--- config.mk ---
export PLATFORM = sky130hd
export DESIGN_NAME = led_bar_level_meter
export DESIGN_NICKNAME = d
export VERILOG_FILES = /design/src/rtl/core/lbm_pkg.sv /design/src/rtl/core/led_bar_level_meter.sv
export VERILOG_INCLUDE_DIRS = /design/src /design/src/rtl/core
export SDC_FILE = /design/constraint.sdc
export NUM_CORES = 1
export LEC_CHECK = 0
export CAP_MARGIN = 20
export CORE_ASPECT_RATIO = 1.5
export CORE_MARGIN = 2
export CORE_UTILIZATION = 40
export CTS_CLUSTER_DIAMETER = 60
export DETAILED_ROUTE_END_ITERATION = 10
export DONT_BUFFER_PORTS = 1
export PLACE_DENSITY = 0.52
export SETUP_SLACK_MARGIN = 0.5
export SYNTH_ARGS = -nofsm -noshare
export SYNTH_HDL_FRONTEND = slang
export SYNTH_SLANG_ARGS = --single-unit
--- constraint.sdc ---
create_clock -name clk -period 6.57 [get_ports clk]
set_input_delay 0.657 -clock clk [delete_from_list [all_inputs] [get_ports clk]]
set_output_delay 0.657 -clock clk [all_outputs]
set_load 0.01 [all_outputs]
--- src/rtl/core/led_bar_level_meter_defines.svh ---
// ---------------------------------------------------------------------------
// led_bar_level_meter_defines
// Assertion macros shared by the level meter RTL.
// ---------------------------------------------------------------------------
`ifndef LED_BAR_LEVEL_METER_DEFINES_SVH
`define LED_BAR_LEVEL_METER_DEFINES_SVH

// Antecedent implies consequent in the same cycle.
`define LBM_ASSERT_IMPL(label, ante, cons, msg) \
	label: assert property (@(posedge clk) disable iff (!arst_n) (ante) |-> (cons)) \
		else $error(msg);

// Antecedent implies consequent in the following cycle.
`define LBM_ASSERT_NEXT(label, ante, cons, msg) \
	label: assert property (@(posedge clk) disable iff (!arst_n) (ante) |=> (cons)) \
		else $error(msg);

`endif

--- src/rtl/core/lbm_pkg.sv ---
// ---------------------------------------------------------------------------
// lbm_pkg
// Types and constants of the LED bar level meter.
// ---------------------------------------------------------------------------
package lbm_pkg;

	localparam int CFG_INDEX_W = 3;
	localparam int CFG_DATA_W  = 10;

	typedef logic signed [8:0] level_t;
	typedef logic        [8:0] decay_timer_t;
	typedef logic        [9:0] hold_count_t;

	localparam level_t LEVEL_FLOOR = -9'sd144;
	localparam level_t LEVEL_CEIL  = 9'sd127;

	// Highest timer value reachable: interval is at most 255, timer clears once past it
	localparam decay_timer_t DECAY_TIMER_MAX = 9'd256;

	typedef enum logic [CFG_INDEX_W-1:0] {
		CFG_DECAY_STEP     = 3'd0,
		CFG_DECAY_INTERVAL = 3'd1,
		CFG_HOLD_LENGTH    = 3'd2,
		CFG_PEAK_HOLD_EN   = 3'd3,
		CFG_SINGLE_LIGHT   = 3'd4,
		CFG_LED_COUNT      = 3'd5
	} cfg_reg_t;

	localparam logic [3:0] RST_DECAY_STEP     = 4'd4;
	localparam logic [7:0] RST_DECAY_INTERVAL = 8'd2;
	localparam logic [9:0] RST_HOLD_LENGTH    = 10'd64;
	localparam logic       RST_PEAK_HOLD_EN   = 1'b0;
	localparam logic       RST_SINGLE_LIGHT   = 1'b0;
	localparam logic [4:0] RST_LED_COUNT      = 5'd8;

endpackage

--- src/rtl/core/led_bar_level_meter.sv ---
// Path: input register, then result register; one level per cycle unless results stall.
// The input register doubles as skid stage, so a level is taken while a result waits.
// Throughput is set by the single compare/update pass between input and result registers.
// Reset (arst_n low, asynchronous): levels, timer and countdown clear to 0,
// configuration returns to step 4, interval 2, hold 64, peak hold off, bar mode, 8 LEDs.
// ---------------------------------------------------------------------------
// led_bar_level_meter
// LED bar peak meter with decay and peak hold; one result per level tick.
// ---------------------------------------------------------------------------
`include "led_bar_level_meter_defines.svh"

module led_bar_level_meter #(
	parameter int MAX_LEDS = 16
) (
	input  logic                                clk,
	input  logic                                arst_n,
	// configuration
	input  logic                                cfg_write,
	input  logic [lbm_pkg::CFG_INDEX_W-1:0]     cfg_index,
	input  logic [lbm_pkg::CFG_DATA_W-1:0]      cfg_data,
	// level channel
	input  logic                                level_valid,
	output logic                                level_stall,
	input  lbm_pkg::level_t                     level_db,
	// result channel
	output logic                                result_valid,
	input  logic                                result_stall,
	output logic [MAX_LEDS-1:0]                 led_mask,
	output lbm_pkg::level_t                     shown_level
);
	import lbm_pkg::*;

	// configuration registers
	logic [3:0] decay_step_q;
	logic [7:0] decay_interval_q;
	logic [9:0] hold_length_q;
	logic       peak_hold_en_q;
	logic       single_light_q;
	logic [4:0] led_count_q;

	// meter state
	level_t       display_level_q;
	decay_timer_t decay_timer_q;
	level_t       held_level_q;
	hold_count_t  hold_count_q;

	// input stage
	logic   valid_s1;
	level_t level_s1;

	// result register
	logic                result_valid_q;
	logic [MAX_LEDS-1:0] led_mask_q;
	level_t              shown_level_q;

	logic         advance;
	logic         level_take;
	level_t       level_clamped;
	logic         capture;
	logic         fire;
	logic signed [9:0] decayed;
	level_t       display_nxt;
	level_t       held_nxt;
	decay_timer_t timer_nxt;
	hold_count_t  count_loaded;
	hold_count_t  count_nxt;
	logic         peak_on;
	logic [4:0]   n_leds;
	logic [MAX_LEDS-1:0] bar_mask;
	logic [MAX_LEDS-1:0] top_mask;
	logic [MAX_LEDS-1:0] peak_mask;
	logic [MAX_LEDS-1:0] mask_nxt;

	// One-hot mask of the highest LED whose threshold -(n-k) the level meets, or zero if none
	function automatic logic [MAX_LEDS-1:0] top_led_mask(level_t lvl, logic [4:0] n);
		logic signed [10:0] t;
		logic [4:0]         idx;
		logic [MAX_LEDS-1:0] m;
		t = $signed({{2{lvl[8]}}, lvl}) + $signed({6'd0, n});
		idx = (t >= $signed({6'd0, n})) ? 5'(n - 5'd1) : t[4:0];
		m = '0;
		for (int k = 0; k < MAX_LEDS; k++) begin
			m[k] = (n != 5'd0) && (t >= 11'sd0) && (idx == 5'(k));
		end
		return m;
	endfunction

	// ------------------------------------------------------------------
	// Handshake: stage 1 moves on when the result register is free or drains
	// ------------------------------------------------------------------
	assign advance     = valid_s1 && (!result_valid_q || !result_stall);
	assign level_stall = valid_s1 && !advance;
	assign level_take  = level_valid && !level_stall;

	always_comb begin
		if (level_db < LEVEL_FLOOR) begin
			level_clamped = LEVEL_FLOOR;
		end else if (level_db > LEVEL_CEIL) begin
			level_clamped = LEVEL_CEIL;
		end else begin
			level_clamped = level_db;
		end
	end

	// ------------------------------------------------------------------
	// Configuration writes
	// ------------------------------------------------------------------
	always_ff @(posedge clk or negedge arst_n) begin
		if (!arst_n) begin
			decay_step_q     <= RST_DECAY_STEP;
			decay_interval_q <= RST_DECAY_INTERVAL;
			hold_length_q    <= RST_HOLD_LENGTH;
			peak_hold_en_q   <= RST_PEAK_HOLD_EN;
			single_light_q   <= RST_SINGLE_LIGHT;
			led_count_q      <= RST_LED_COUNT;
		end else if (cfg_write) begin
			unique case (cfg_index)
				CFG_DECAY_STEP:     decay_step_q     <= cfg_data[3:0];
				CFG_DECAY_INTERVAL: decay_interval_q <= cfg_data[7:0];
				CFG_HOLD_LENGTH:    hold_length_q    <= cfg_data[9:0];
				CFG_PEAK_HOLD_EN:   peak_hold_en_q   <= cfg_data[0];
				CFG_SINGLE_LIGHT:   single_light_q   <= cfg_data[0];
				CFG_LED_COUNT:      led_count_q      <= cfg_data[4:0];
				default: ;
			endcase
		end
	end

	// ------------------------------------------------------------------
	// Update pass
	// ------------------------------------------------------------------
	assign n_leds = (led_count_q > 5'(MAX_LEDS)) ? 5'(MAX_LEDS) : led_count_q;

	always_comb begin
		capture = (level_s1 >= display_level_q) || (decay_step_q == 4'd0);
		fire    = decay_timer_q > {1'b0, decay_interval_q};
		decayed = $signed({display_level_q[8], display_level_q}) - $signed({6'd0, decay_step_q});

		if (capture) begin
			display_nxt  = level_s1;
			held_nxt     = level_s1;
			timer_nxt    = '0;
			count_loaded = hold_length_q;
		end else begin
			held_nxt     = held_level_q;
			count_loaded = hold_count_q;
			if (fire) begin
				timer_nxt   = '0;
				display_nxt = (decayed < $signed({LEVEL_FLOOR[8], LEVEL_FLOOR})) ?
					LEVEL_FLOOR : decayed[8:0];
			end else begin
				timer_nxt   = decay_timer_q + 9'd1;
				display_nxt = display_level_q;
			end
		end

		peak_on   = peak_hold_en_q && (count_loaded != '0);
		count_nxt = peak_on ? count_loaded - 10'd1 : count_loaded;
	end

	always_comb begin
		logic signed [10:0] t;
		t = $signed({{2{display_nxt[8]}}, display_nxt}) + $signed({6'd0, n_leds});
		for (int k = 0; k < MAX_LEDS; k++) begin
			bar_mask[k] = (5'(k) < n_leds) && (t >= $signed(11'(k)));
		end
		top_mask  = top_led_mask(display_nxt, n_leds);
		peak_mask = peak_on ? top_led_mask(held_nxt, n_leds) : '0;
		mask_nxt  = (single_light_q ? top_mask : bar_mask) | peak_mask;
	end

	// ------------------------------------------------------------------
	// Registers
	// ------------------------------------------------------------------
	always_ff @(posedge clk or negedge arst_n) begin
		if (!arst_n) begin
			valid_s1 <= 1'b0;
		end else if (level_take) begin
			valid_s1 <= 1'b1;
		end else if (advance) begin
			valid_s1 <= 1'b0;
		end
	end

	always_ff @(posedge clk) begin
		if (level_take) begin
			level_s1 <= level_clamped;
		end
	end

	always_ff @(posedge clk or negedge arst_n) begin
		if (!arst_n) begin
			display_level_q <= '0;
			decay_timer_q   <= '0;
			held_level_q    <= '0;
			hold_count_q    <= '0;
			result_valid_q  <= 1'b0;
		end else begin
			if (advance) begin
				display_level_q <= display_nxt;
				decay_timer_q   <= timer_nxt;
				held_level_q    <= held_nxt;
				hold_count_q    <= count_nxt;
				result_valid_q  <= 1'b1;
			end else if (!result_stall) begin
				result_valid_q  <= 1'b0;
			end
		end
	end

	always_ff @(posedge clk) begin
		if (advance) begin
			led_mask_q    <= mask_nxt;
			shown_level_q <= display_nxt;
		end
	end

	assign result_valid = result_valid_q;
	assign led_mask     = led_mask_q;
	assign shown_level  = shown_level_q;

	// ------------------------------------------------------------------
	// Assertions
	// ------------------------------------------------------------------
	`LBM_ASSERT_IMPL(a_stall_only_when_blocked, level_stall, valid_s1 && result_valid_q && result_stall, "level stalled while result path free")
	`LBM_ASSERT_IMPL(a_timer_bound, 1'b1, decay_timer_q <= DECAY_TIMER_MAX, "decay timer out of range")
	`LBM_ASSERT_IMPL(a_display_range, 1'b1, (display_level_q >= LEVEL_FLOOR) && (display_level_q <= LEVEL_CEIL), "display level out of range")
	`LBM_ASSERT_NEXT(a_advance_gives_result, advance, result_valid_q, "transfer through stage 1 lost its result")

endmodule
# Word level (Yosys, flattened, before mapping)
# Cells that the tools add are included.
word_totals:
  output_inout_bits: 27
  regBits: 102
  wordCells: 192
  input_bits: 27
op_classes:
  n_eq_ne: 36
  add_sub_neg: 6
  reduce_logical: 74
  n_lt_le_gt_ge: 41
  n_bitwise: 1
  n_mux: 18
op_table:
  columns: ["op", "count"]
  rows:
  - ["$eq 5x4->1 const B", 16]
  - ["$ge 10x5->1 const B", 8]
  - ["$mux 9", 7]
  - ["$logic_and 1x1->1", 54]
  - ["$eq 5x3->1 const B", 8]
  - ["$ge 10x4->1 const B", 4]
  - ["$lt 4x5->1 const A", 8]
  - ["$mux 16", 2]
  - ["$add 9x6->10", 2]
  - ["$eq 5x2->1 const B", 4]
  - ["$ge 10x1->1 const B", 2]
  - ["$ge 10x3->1 const B", 2]
  - ["$ge 10x6->1", 2]
  - ["$lt 3x5->1 const A", 4]
  - ["$mux 10", 2]
  - ["$or 16x16->16", 1]
  - ["$mux 5", 3]
  - ["$reduce_and 2->1", 6]
  - ["$eq 5x1->1 const B", 2]
  - ["$ge 10x2->1 const B", 1]
  - ["$logic_not 5->1", 2]
  - ["$lt 1x5->1 const A", 2]
  - ["$lt 10x9->1 const B", 1]
  - ["$lt 2x5->1 const A", 2]
  - ["22 further kinds", 31]

# Depth between registers and ports, before layout
logic_depth:
  ltp_word: 12
  ltp_mapped: 26
  depth_no_buf: 23

# Worst setup path after synthesis
# No wires, ideal clock.
synth_timing:
  path_kind: "register to register"
  start: "register display_level_q[6]"
  end: "register led_mask_q[13], in the netlist led_mask[13], data pin"
  t_arrival_ns: 5.617
  slack_ns: 0.690
  path_buffers: 5
  path_stages_with_launch: 26
  t_required_ns: 6.307
  setup_ns: 0.263
  synth_period_minus_slack_ns: 5.880
  path_cell_list: "dfrtp_1 > clkbuf_1 > inv_1 > ha_1 > or4b_1 > a211o_1 > a21oi_4 > nor2_2 > clkbuf_1 > clkbuf_1 > nand2_1 > o21ai_0 > ha_1 > fa_1 > xnor2_1 > inv_1 > clkbuf_1 > ha_1 > nor2b_1 > o21ai_0 > nand2b_1 > a221o_1 > o21ai_2 > buf_4 > nor3_1 > a2111o_1"
synth_via:
  elab_chain_len: 12
synth_rtl:
  columns: ["element", "line", "source"]
  rows:
  - ["start: declaration", "led_bar_level_meter.sv:42", "level_t display_level_q;"]
  - ["start signal: assignment", "led_bar_level_meter.sv:200", "display_level_q <= display_nxt;"]
  - ["$sub 9x5->10", "led_bar_level_meter.sv:137", "decayed = $signed({display_level_q[8], display_level_q}) - $signed({6'd0, decay_step_q});"]
  - ["$lt 10x9->1", "led_bar_level_meter.sv:149", "display_nxt = (decayed < $signed({LEVEL_FLOOR[8], LEVEL_FLOOR})) ?"]
  - ["$mux 9", "led_bar_level_meter.sv:149", null]
  - ["$mux 9", "led_bar_level_meter.sv:147", "if (fire) begin"]
  - ["$mux 9 *", "led_bar_level_meter.sv:139", "if (capture) begin"]
  - ["net display_nxt[0]", "led_bar_level_meter.sv:62", "level_t display_nxt;"]
  - ["$add 9x6->10 *", "led_bar_level_meter.sv:79, led_bar_level_meter.sv:163", null]
  - ["$ge 10x6->1", "led_bar_level_meter.sv:80", "idx = (t >= $signed({6'd0, n})) ? 5'(n - 5'd1) : t[4:0];"]
  - ["$mux 5", "led_bar_level_meter.sv:80", null]
  - ["$eq 5x4->1", "led_bar_level_meter.sv:83", "m[k] = (n != 5'd0) && (t >= 11'sd0) && (idx == 5'(k));"]
  - ["$logic_and 1x1->1", "led_bar_level_meter.sv:83", null]
  - ["$mux 16 *", "led_bar_level_meter.sv:169", "mask_nxt = (single_light_q ? top_mask : bar_mask) | peak_mask;"]
  - ["$or 16x16->16 *", "led_bar_level_meter.sv:169", null]
  - ["net mask_nxt[13]", "led_bar_level_meter.sv:72", "logic [MAX_LEDS-1:0] mask_nxt;"]
  - ["end signal: assignment", "led_bar_level_meter.sv:213", "led_mask_q <= mask_nxt;"]
  - ["end: declaration", "led_bar_level_meter.sv:53", "logic [MAX_LEDS-1:0] led_mask_q;"]
# The timed path passes the listed nets; every way through them passes the cells marked *.
# A chain may end at the register's enable or synchronous reset.

# Worst setup path after layout
layout_timing:
  start: "register decay_step_q[2]"
  end: "register led_mask_q[8], in the netlist led_mask[8], data pin"
layout_via:
  elab_chain_len: 12
layout_rtl:
  columns: ["element", "line", "source"]
  rows:
  - ["start: declaration", "led_bar_level_meter.sv:34", "logic [3:0] decay_step_q;"]
  - ["start signal: assignment", "led_bar_level_meter.sv:118", "CFG_DECAY_STEP: decay_step_q <= cfg_data[3:0];"]
  - ["$sub 9x5->10", "led_bar_level_meter.sv:137", null]
  - ["$lt 10x9->1", "led_bar_level_meter.sv:149", null]
  - ["$mux 9", "led_bar_level_meter.sv:149", null]
  - ["$mux 9", "led_bar_level_meter.sv:147", null]
  - ["$mux 9 *", "led_bar_level_meter.sv:139", null]
  - ["net display_nxt[0]", "led_bar_level_meter.sv:62", null]
  - ["$add 9x6->10 *", "led_bar_level_meter.sv:79, led_bar_level_meter.sv:163", null]
  - ["$ge 10x6->1", "led_bar_level_meter.sv:80", null]
  - ["$mux 5", "led_bar_level_meter.sv:80", null]
  - ["$eq 5x4->1", "led_bar_level_meter.sv:83", null]
  - ["$logic_and 1x1->1", "led_bar_level_meter.sv:83", null]
  - ["$mux 16 *", "led_bar_level_meter.sv:169", null]
  - ["$or 16x16->16 *", "led_bar_level_meter.sv:169", null]
  - ["net mask_nxt[8]", "led_bar_level_meter.sv:72", null]
# Marked as above.

==> results.tsv <==
metric	value	unit
status	completed	
path_max_fanout	16	
pre_cts_ws	554	ps
power_frac_comb	64.0	%
end_kind	register	
root_buffer	clkbuf_16	
cts_max_level	3	
numCtsBuffers	9	
grtUsageTotal	25.0	%
grt_max_degree	65	
numPortBuffers	0	
cellLeakagePower	3.39	nW
syn2layout_area_growth	10.4	%
wl	24.5	mm
setup_viol	0	
skew	10.7	ps
ioPinCount	54	
drc	0	
drv_cap	0	
tightest_slew	1040	ps
grt_pass1_wl	37.4	mm
pwr-share-seq	24.3	%
nets	930	
crit_chain	inv_1, ha_1, or2_1, o221a_2, or3_1, o21ai_1, nor3_4, a22oi_1, o21ai_0, ha_1, fa_1, a21o_1, a21oi_2, xor2_1, inv_1, ha_1, nand3_1, a31oi_1, a221o_1, o21ai_2, buf_4, nor3_1, a2111o_1	
drv_slew	0	
ys_types	78	
grt_overflow_total	0	
firstDrtPassIters	6	
powerDensity	549	nW/µm²
synth.avg_cell_area	8.83	µm²
hold_violations	0	
max_stage_delay	530	ps
final_cells	1113	
stdcell_area	8340	µm²
seq_area_frac_synth	36.1	%
ys_async_sr_fraction	66.7	%
cp-start-kind	register	
viasPerCell	6.16	
yosysMostFrequentCell	nand2_1	
rsz0062_at_grt	yes	
swShare	51.2	%
final_util	45.0	%
cpMostUsedCell	ha_1	
dpl_cell_area	7890	µm²
yosysTopAreaCell	dfrtp_1	
syn_area	7550	µm²
diodes	0	
dp.cells	1092	
fmax	171	MHz
drt_iter0_drc	438	
avgRoutedWirePerCell	22.0	µm
clock_sinks	102	
cts_tree	built	
start_util	40.7	%
crit_type	register to register	
setup_ws	737	ps
finalCritPeriodShare	88.8	%
yosys.area.top_type_share	21.2	%
whs	135	ps
slew_headroom	30.3	%
synth_edf_count	34	
cpMaxStageDelayCell	dfstp_2	
die_h	172	µm
final_layout_size_suffix_gt1_share	13.0	%
period_needed	5830	ps
via_count	6860	
min_path_type	input pin to asynchronous set/reset pin	
grt_pass1_vias	6767	
internal-power	2.23	mW
worstPathArrival	5940	ps
ir_drop	0.195	mV
insertion_delay	360	ps
p_total	4.58	mW
synthCells	855	
dp_hpwl	18.9	mm
die_x	116	µm
synth_area_leaders	dfrtp_1 21%, edfxtp_1 14%, ha_1 7.3%, nand2_1 4.5%, o21ai_0 4.2%	
n_fill_cell	1826	
required	6680	ps
setup_tns	0	ps
core_area	18500	µm²
synthesis.nets	929	
synth_flop_cell	dfrtp_1	
ys_ff_latch	102	
clkPwrFrac	11.7	%
core.rowCount	61	
gp_congestion	0.929	
ant_nets	0	
p_sw	2.34	mW
netlist_top_cells_count	91 x nand2_1, 64 x dfrtp_1, 63 x o21ai_0, 58 x nor2_1, 44 x ha_1	
dieArea	20000	µm²
cts.clk_slew.worst_paths	80	ps
antenna_found_initial	0	
ys_warn_count	0	
cts_buffer_depth	2	
layer usage:
layer	global-route usage [%]	wire length (µm)	up-vias
met5	0	0	-
met3	3.12	808	71
li1	-	-	3232
met4	14.4	1370	0
met2	47.3	13300	226
met1	26.0	9040	3331
layout make-up:
class                           instances  area (µm²)  area share (%)
Timing Repair Buffer                   25         228            2.73
Tap cell                              252         315            3.78
Multi-Input combinational cell        676        4620            55.4
Clock buffer                           11         243            2.91
Sequential cell                       102        2730            32.7
Clock inverter                          5        42.5           0.510
Inverter                               42         158            1.89
power by group through the flow:
stage | logic, mW | registers (mW) | clock network [mW]
3_5_place_dp | 2.76 | 1.13 | 0
4_1_cts | 2.79 | 1.11 | 0.544
6_report | 2.93 | 1.11 | 0.533
5_1_grt | 3.22 | 1.15 | 0.562
3_3_place_gp | 2.73 | 1.12 | 0
2_1_floorplan | 2.02 | 1.03 | 0
placed cells by master (no fill, tap or decap), drive strengths merged, types with 12 or more instances in the layout:
cell	instances
o21a	12
and3	16
o21ai	66
ha	44
nand3	34
nor3	31
inv	44
nor2	59
buf	25
or3	15
edfxtp	34
mux2	25
dfrtp	64
a21oi	43
nand4	16
mux2i	14
nand2	91
a31oi	21
path summary, 6_finish.rpt:
path	startpoint	to	slack, ps	cells past startpoint
max	decay_step_q[2]	led_mask[8]	740	23
min	arst_n	decay_interval_q[1]	130	0
max reg2reg	decay_step_q[2]	led_mask[8]	740	23
min reg2reg	hold_count_q[0]	hold_count_q[0]	490	2
max in group asynchronous	arst_n	display_level_q[6]	6070	1
min in group clk	cfg_data[1]	decay_interval_q[1]	400	2
flip-flops by register name, indices dropped and copies added, names as in the netlist:
name / cells
level_s1: 9
single_light_q: 1
led_count_q: 5
display_level_q: 9
hold_length_q: 10
result_valid: 1
shown_level: 9
valid_s1: 1
peak_hold_en_q: 1
held_level_q: 9
decay_step_q: 4
decay_interval_q: 8
hold_count_q: 10
led_mask: 16
decay_timer_q: 9
timing repair:
action,CTS,global route
endpoints found under the hold margin,64,0
resized for setup,0,22
setup buffers,0,3
setup endpoints to repair,0,16
hold buffers,1,0
worst max-delay path: cells and delay by family (launching register included):
kind	cells	cell delay [ps]
AO/OA/AOI/OAI	10	2250
XOR/XNOR	1	210
adder cells (fa/ha/maj)	4	1270
buffers and inverters	3	390
flip-flops	1	530
AND/OR/NAND/NOR	5	930
cells by family after synthesis:
logic type      count (synthesis)  synth area share [%]
buf+inv                        77                  3.93
mux                            39                  5.58
compound gates                246                  22.5
flops                         102                  36.1
fa+ha+maj                      47                  8.08
simple gates                  334                  22.6
xor+xnor                       10                  1.16
(Power assumes the default switching activity.)
